--- src/rtl/core/vr_pkg.sv ---
// Package for the vector refraction pipeline: fixed-point formats, widths,
// the PIPE_LAT and SQRT_STAGES constants and the sideband type carried alongside the square root.
// No dependencies.
package vr_pkg;

  localparam int FRAC_BITS = 16;
  localparam int VEC_W     = 18;
  localparam int RATIO_W   = 19;

  // Intermediate widths, sized from the input ranges.
  localparam int PROD_W = 2 * VEC_W;
  localparam int DOT_W  = PROD_W + 2;
  localparam int COSV_W = DOT_W + 1;
  localparam int COS_W  = 22;
  localparam int CN_W   = COS_W + VEC_W;
  localparam int T_W    = 26;
  localparam int RT_W   = RATIO_W + 1 + T_W;
  localparam int P_W    = 26;
  localparam int SQ_W   = 2 * P_W - 1;
  localparam int LEN_W  = SQ_W + 2;
  localparam int RAD_W  = 2 * P_W;
  localparam int ROOT_W = RAD_W / 2;
  localparam int REM_W  = ROOT_W + 2;
  localparam int PAR_W  = ROOT_W + 1 + VEC_W;
  localparam int DIFF_W = PAR_W - FRAC_BITS + 1;

  localparam int SQRT_STAGES = ROOT_W / 2;
  localparam int PIPE_LAT    = 8 + SQRT_STAGES + 2;

  localparam longint unsigned HALF = 64'd1 << (FRAC_BITS - 1);
  localparam longint unsigned ONE  = 64'd1 << FRAC_BITS;
  localparam longint unsigned ONE2 = 64'd1 << (2 * FRAC_BITS);

  localparam longint signed OUT_MAX = (64'sd1 <<< (VEC_W - 1)) - 64'sd1;
  localparam longint signed OUT_MIN = -(64'sd1 <<< (VEC_W - 1));

  typedef struct packed {
    logic [2:0][VEC_W-1:0] nrm;
    logic [2:0][P_W-1:0]   perp;
  } side_t;

endpackage

--- src/rtl/core/vr_sqrt.sv ---
// Pipelined integer square root, two result bits per register stage.
// Carries a sideband word alongside each beat. Depends on vr_pkg.
module vr_sqrt (
  input  logic                  clk_i,
  input  logic                  rst_ni,
  input  logic                  vld_i,
  input  logic [vr_pkg::RAD_W-1:0]  rad_i,
  input  vr_pkg::side_t         side_i,
  output logic                  vld_o,
  output logic [vr_pkg::ROOT_W-1:0] root_o,
  output vr_pkg::side_t         side_o
);
  import vr_pkg::*;

  typedef struct packed {
    logic [REM_W-1:0]  rem;
    logic [ROOT_W-1:0] root;
  } sq_t;

  // One restoring step: bring down two radicand bits, try to subtract.
  function automatic sq_t sq_step(sq_t s, logic [1:0] pair);
    logic [REM_W+1:0] cur;
    logic [REM_W+1:0] trial;
    sq_t              r;
    cur   = {s.rem, pair};
    trial = (REM_W + 2)'({s.root, 2'b01});
    if (cur >= trial) begin
      r.rem  = REM_W'(cur - trial);
      r.root = {s.root[ROOT_W-2:0], 1'b1};
    end else begin
      r.rem  = cur[REM_W-1:0];
      r.root = {s.root[ROOT_W-2:0], 1'b0};
    end
    return r;
  endfunction

  logic             vld_q  [SQRT_STAGES];
  logic [RAD_W-1:0] rad_q  [SQRT_STAGES];
  sq_t              sq_q   [SQRT_STAGES];
  side_t            side_q [SQRT_STAGES];

  for (genvar g = 0; g < SQRT_STAGES; g++) begin : g_stage
    logic             vld_in;
    logic [RAD_W-1:0] rad_in;
    sq_t              sq_in;
    side_t            side_in;
    sq_t              sq_mid;
    sq_t              sq_d;

    if (g == 0) begin : g_first
      assign vld_in  = vld_i;
      assign rad_in  = rad_i;
      assign sq_in   = '0;
      assign side_in = side_i;
    end else begin : g_next
      assign vld_in  = vld_q[g-1];
      assign rad_in  = rad_q[g-1];
      assign sq_in   = sq_q[g-1];
      assign side_in = side_q[g-1];
    end

    always_comb begin
      sq_mid = sq_step(sq_in, rad_in[RAD_W-1:RAD_W-2]);
      sq_d   = sq_step(sq_mid, rad_in[RAD_W-3:RAD_W-4]);
    end

    always_ff @(posedge clk_i or negedge rst_ni) begin
      if (!rst_ni) begin
        vld_q[g] <= 1'b0;
      end else begin
        vld_q[g] <= vld_in;
      end
    end

    always_ff @(posedge clk_i) begin
      rad_q[g]  <= {rad_in[RAD_W-5:0], 4'b0000};
      sq_q[g]   <= sq_d;
      side_q[g] <= side_in;
    end
  end

  assign vld_o  = vld_q[SQRT_STAGES-1];
  assign root_o = sq_q[SQRT_STAGES-1].root;
  assign side_o = side_q[SQRT_STAGES-1];

endmodule

--- config.mk ---
export PLATFORM = sky130hd
export DESIGN_NAME = vr_sqrt
export DESIGN_NICKNAME = d
export VERILOG_FILES = /design/src/rtl/core/vr_pkg.sv /design/src/rtl/core/vr_sqrt.sv
export SDC_FILE = /design/constraint.sdc
export NUM_CORES = 2
export LEC_CHECK = 0
export ABC_AREA = 1
export BUFFER_PORTS_ARGS = -buffer_cell sky130_fd_sc_hd__buf_4
export CORE_UTILIZATION = 40
export CTS_BUF_LIST = sky130_fd_sc_hd__clkbuf_8
export DETAILED_ROUTE_END_ITERATION = 10
export HOLD_SLACK_MARGIN = 0.08
export PLACE_DENSITY_LB_ADDON = 0.2
export SLEW_MARGIN = 10
export SYNTH_ARGS = -nofsm -noshare
export SYNTH_HDL_FRONTEND = slang
export SYNTH_SLANG_ARGS = --single-unit
--- constraint.sdc ---
create_clock -name clk_i -period 4.5 [get_ports clk_i]
set_input_delay 1.125 -clock clk_i [delete_from_list [all_inputs] [get_ports clk_i]]
set_output_delay 1.125 -clock clk_i [all_outputs]
set_load 0.1 [all_outputs]
## Word level (Yosys, flattened, before mapping)

Memories as Yosys holds them, arrays and structs flattened.
Index checks and enable logic that the tools add are counted.
W data, S select, Z words.

- Register bits after elaboration: 13
- Bits in writable memories: 3,042
- Word-level logic and storage cells: 94
- Output and inout bits: 159
- Input port bits: 187
- Memories kept: 3

- Add/sub/neg operators: 26
- Magnitude comparators: 26
- Multiplexer cells: 26

Memories:

| memory | depth | width | rd ports | clocked after memory_dff | write ports | line | source |
|---|---|---|---|---|---|---|---|
| side_q | 13 | 132 | 13 | 0 | 13 | vr_sqrt.sv:40 | `side_t side_q [SQRT_STAGES];` |
| sq_q | 13 | 54 | 13 | 0 | 13 | vr_sqrt.sv:39 | `sq_t sq_q [SQRT_STAGES];` |
| rad_q | 13 | 48 | 12 | 0 | 13 | vr_sqrt.sv:38 | `logic [RAD_W-1:0] rad_q [SQRT_STAGES];` |

Operators with widths:

| cell | number |
|---|---|
| $mux W54 | 26 |
| $ge A30 B28 Y1 | 25 |
| $sub A28 B28 Y28 | 25 |
| $sub A2 B1 Y3 const B | 1 |
| $ge A2 B1 Y1 const B | 1 |

## Longest topological paths before layout

An unclocked memory read counts as a cell.

- Word-level depth: 5
- Gate-level depth with buffers: 33
- Depth with buffers taken out: 30

## Worst setup path after synthesis

Ideal clock, no wire load.

- Kind: register -> register
- Start: memory sq_q[1][17] in the netlist's numbering
- End: memory sq_q[1][99] in the netlist's numbering
- Required time: 4,387 ps
- Path buffers: 5
- Clock period less this slack: 3,815 ps
- Stages on the path, launching flop included: 28
- Setup time: 113 ps
- Path slack: 685 ps
- Data arrival time: 3,703 ps
- Path through: dfxtp_1 > inv_1 > ha_1 > a21oi_2 > nand2_1 > a21oi_2 > inv_1 > nor2_1 > nand2_1 > buf_2 > inv_1 > clkbuf_1 > clkbuf_1 > nand2_1 > o21ai_0 > ha_1 > nand2_1 > inv_1 > a21oi_1 > o21ai_1 > nand2_1 > nand2_1 > nand2_1 > nand3_2 > buf_4 > buf_6 > nand2_1 > nand2_1

RTL lines:

| item | line |
|---|---|
| from (decl) | vr_sqrt.sv:39 |

==> flow_metrics.env <==
export IMPL_synth_top_area_share_pct=57.07
export IMPL_ant_nets=0
export IMPL_start_util_pct=40.33
export IMPL_crit_arrival_ps=5120
export IMPL_critPathLaunchType="register"
export IMPL_powerDensity_mw_per_mm2=559.3
export IMPL_avgSynthCellArea_um2=8.666
export IMPL_grt_first_pass_wirelength_um=364000
export IMPL_synth_area_leaders="dfxtp_1, nand2_1, ha_1"
export IMPL_hp_class="primary input to register"
export IMPL_pwr_share_seq_pct=43.0
export IMPL_die_area_mm2=0.2237
export IMPL_async_flop_share_pct=0.5114
export IMPL_clkLatencyLatePin_ps=1040
export IMPL_rows=172
export IMPL_post_route_period_util_pct=94.59
export IMPL_cellInternalPower_w=0.04063
export IMPL_num_io_pins=346
export IMPL_drt_total_wl_um=236500
export IMPL_areaGrowthSynthToFinish_pct=22.14
export IMPL_max_cap_viol_count=0
export IMPL_synthFlopType="dfxtp_1"
export IMPL_via_per_inst=4.584
export IMPL_dieWidth_um=472.9
export IMPL_worstPathMaxFanout=12
export IMPL_drc=0
export IMPL_clock_root_buffer="clkbuf_8"
export IMPL_r2r_start="sq_q[0][276]$_DFF_P_"
export IMPL_r2r_end="sq_q[0][376]$_DFF_P_"
export IMPL_p_clk_share_pct=32.1
export IMPL_reg2reg_depth=23
export IMPL_grt_max_degree=47
export IMPL_skew_ps=99.51
export IMPL_antenna_found_initial=11
export IMPL_worstSetupEndpointType="register"
export IMPL_p_comb_share_pct=24.9
export IMPL_hold_viol=0
export IMPL_fmax_ghz=0.2349
export IMPL_slew_headroom_pct=30.26
export IMPL_gr_usage_all_layers_pct=20.72
export IMPL_p_leak_nw=53.53
export IMPL_setup_viol=0
export IMPL_finalCriticalPeriod_ps=4257
export IMPL_crit_start="sq_q[0][276]$_DFF_P_"
export IMPL_max_vdd_ir_drop_v=0.0003415
export IMPL_dp_hpwl_um=187800
export IMPL_place_gp_congestion=0.9193
export IMPL_synth_edf_count=0
export IMPL_final_core_util_pct=49.26
export IMPL_swShare_pct=32.95
export IMPL_drv_slew=0
export IMPL_cts_buffers=404
export IMPL_ys_ff_latch=2542
export IMPL_clock_path_buffers=4
export IMPL_cts_tree="done"
export IMPL_numPortBuffers=345
export IMPL_status="complete, no violations"
export IMPL_worst_pin_slew_ps=1035
export IMPL_syn_inst=10236
export IMPL_routedWlPerCell_um=16.02
export IMPL_worstPathRequired_ps=5360
export IMPL_fin_nets=12064
export IMPL_crit_path_end="sq_q[0][376]$_DFF_P_"
export IMPL_tns_ps=0
export IMPL_ys_seq_area_share_pct=57.44
export IMPL_drt_first_pass_iters=6
export IMPL_r2r_slack_ps=240
export IMPL_num_vias=67662
export IMPL_overflow=0
export IMPL_grt_pass1_vias=66013
export IMPL_yosysTopAreaCell="dfxtp_1"
export IMPL_ys_types=70
export IMPL_final_layout_size_suffix_gt1_share_pct=15.29
export IMPL_yosysWarnings=0
export IMPL_switching_power_w=0.01997
export IMPL_core_area_mm2=0.2199
export IMPL_drtIter0Drc=4047
export IMPL_synth_most_common_cell="nand2_1"
export IMPL_syn_area_mm2=0.08871
export IMPL_rsz0062_at_grt="true"
export IMPL_h_tree_depth=5
export IMPL_die_h_um=472.9
export IMPL_yosys_top_cells_count="nand2_1, dfxtp_1, inv_1, nor2_1, nand3_1"
export IMPL_critPathKind="register to register"
export IMPL_clkTransAtPathRegs_ps=60
export IMPL_cts_sinks=2542
power groups by stage:
stage	sequential, W	clock, W	combinational (W)
floorplan	0.0263	0	0.00945
global placement	0.0266	0	0.0146
detailed placement	0.0266	0	0.0146
CTS	0.0261	0.0203	0.0148
global route	0.0263	0.0213	0.0169
finish	0.0261	0.0194	0.0151
layer usage:
layer	share of wire (%)	global-route usage [%]	wire (um)	vias up
met1	46	26.97	108000	30783
met5	0	0	0	-
met2	47	34.66	110000	1591
met3	4.6	3.212	10850	445
met4	3.2	7.317	7677	0
li1	-	-	-	34843
worst min path at each step:
stage                           startpoint                endpoint  cells past startpoint
floorplan             rad_q[9][36]$_DFF_P_   rad_q[10][40]$_DFF_P_                      0
CTS                             side_i[55]   side_q[0][55]$_DFF_P_                      1
detailed placement    rad_q[6][41]$_DFF_P_    rad_q[7][45]$_DFF_P_                      0
global placement    side_q[0][756]$_DFF_P_  side_q[0][888]$_DFF_P_                      0
finish                           rad_i[39]    rad_q[0][39]$_DFF_P_                      1
global route                    side_i[42]   side_q[0][42]$_DFF_P_                      1
state kept, by name (all words and copies together) (netlist names):
register,cells
sq_q,501
g_stage.vld_in,12
vld_o,1
rad_q,312
side_q,1716
cell usage in the layout, fill, tap and decap left out, types with 311 or more instances in the layout:
| master | instances |
|---|---|
| nand3_1 | 479 |
| o21ai_0 | 311 |
| ha_1 | 352 |
| clkbuf_8 | 483 |
| buf_4 | 812 |
| inv_1 | 1351 |
| dfxtp_1 | 2502 |
| a21oi_1 | 379 |
| nor2_1 | 804 |
| nand2_1 | 2860 |
cell families after synthesis:
group / Yosys count / synth area share [%]
XOR/XNOR: 313 / 3.090
buffers and inverters: 1364 / 6.082
other: 1 / 0.004227
multiplexers: 2 / 0.02257
adder cells (fa/ha/maj): 376 / 5.303
flip-flops: 2542 / 57.44
AO/OA/AOI/OAI: 930 / 5.759
AND/OR/NAND/NOR: 4708 / 22.30
what timing repair did:
item | 4_1_cts | 5_1_grt
setup buffers | 2 | 20
cloned | 1 | 4
pin swaps | 1 | 28
endpoints found under the setup margin | 63 | 207
hold endpoints to repair | 115 | 0
hold buffers | 103 | 0
gates resized for setup | 28 | 184
critical path, cell delays in order, from the launching register on:
cell and delay (ps):
dfxtp_1 370, inv_1 120, ha_1 380, nand2_1 70, inv_1 90, nand3_1 140
nor2_2 160, nand3_1 90, nand2_1 120, inv_1 130, nand2_4 190, clkinvlp_4 240
o21ai_1 300, ha_1 330, nand2_1 190, nor2_1 70, nor2_1 140, a21boi_0 190
nand2_1 130, nand2_2 150, buf_4 240, nand2_1 90, nor2_2 140, a21oi_1 70
through the flow:
| step | instances | power, W | instance area, um2 | setup WS, ps | hold slack, ps |
|---|---|---|---|---|---|
| floorplan | 10238 | 0.03579 | 88710 | 684.9 | 309.6 |
| global route | 14758 | 0.06443 | 108300 | -38.60 | 98.79 |
| detailed placement | 13923 | 0.04122 | 98190 | -837.7 | 312.1 |
| finish | 14762 | 0.06060 | 108400 | 243.4 | 209.1 |
| CTS | 14732 | 0.06118 | 107500 | 2.331 | 80.56 |
| global placement | 13923 | 0.04122 | 98190 | -803.4 | 309.5 |
area by class of cell:
cell class / instances / area [um2]
clock buffers: 483 / 6648
fillers: 21358 / 111600
flip-flops and latches: 2542 / 50990
repair inverters: 4 / 30.03
repair buffers: 944 / 7671
well taps: 2958 / 3701
inverters: 1272 / 4798
diodes: 6 / 15.01
multi-input cells: 6333 / 32930
clock inverters: 220 / 1569
Note: power is estimated with default switching activity, not from simulation.
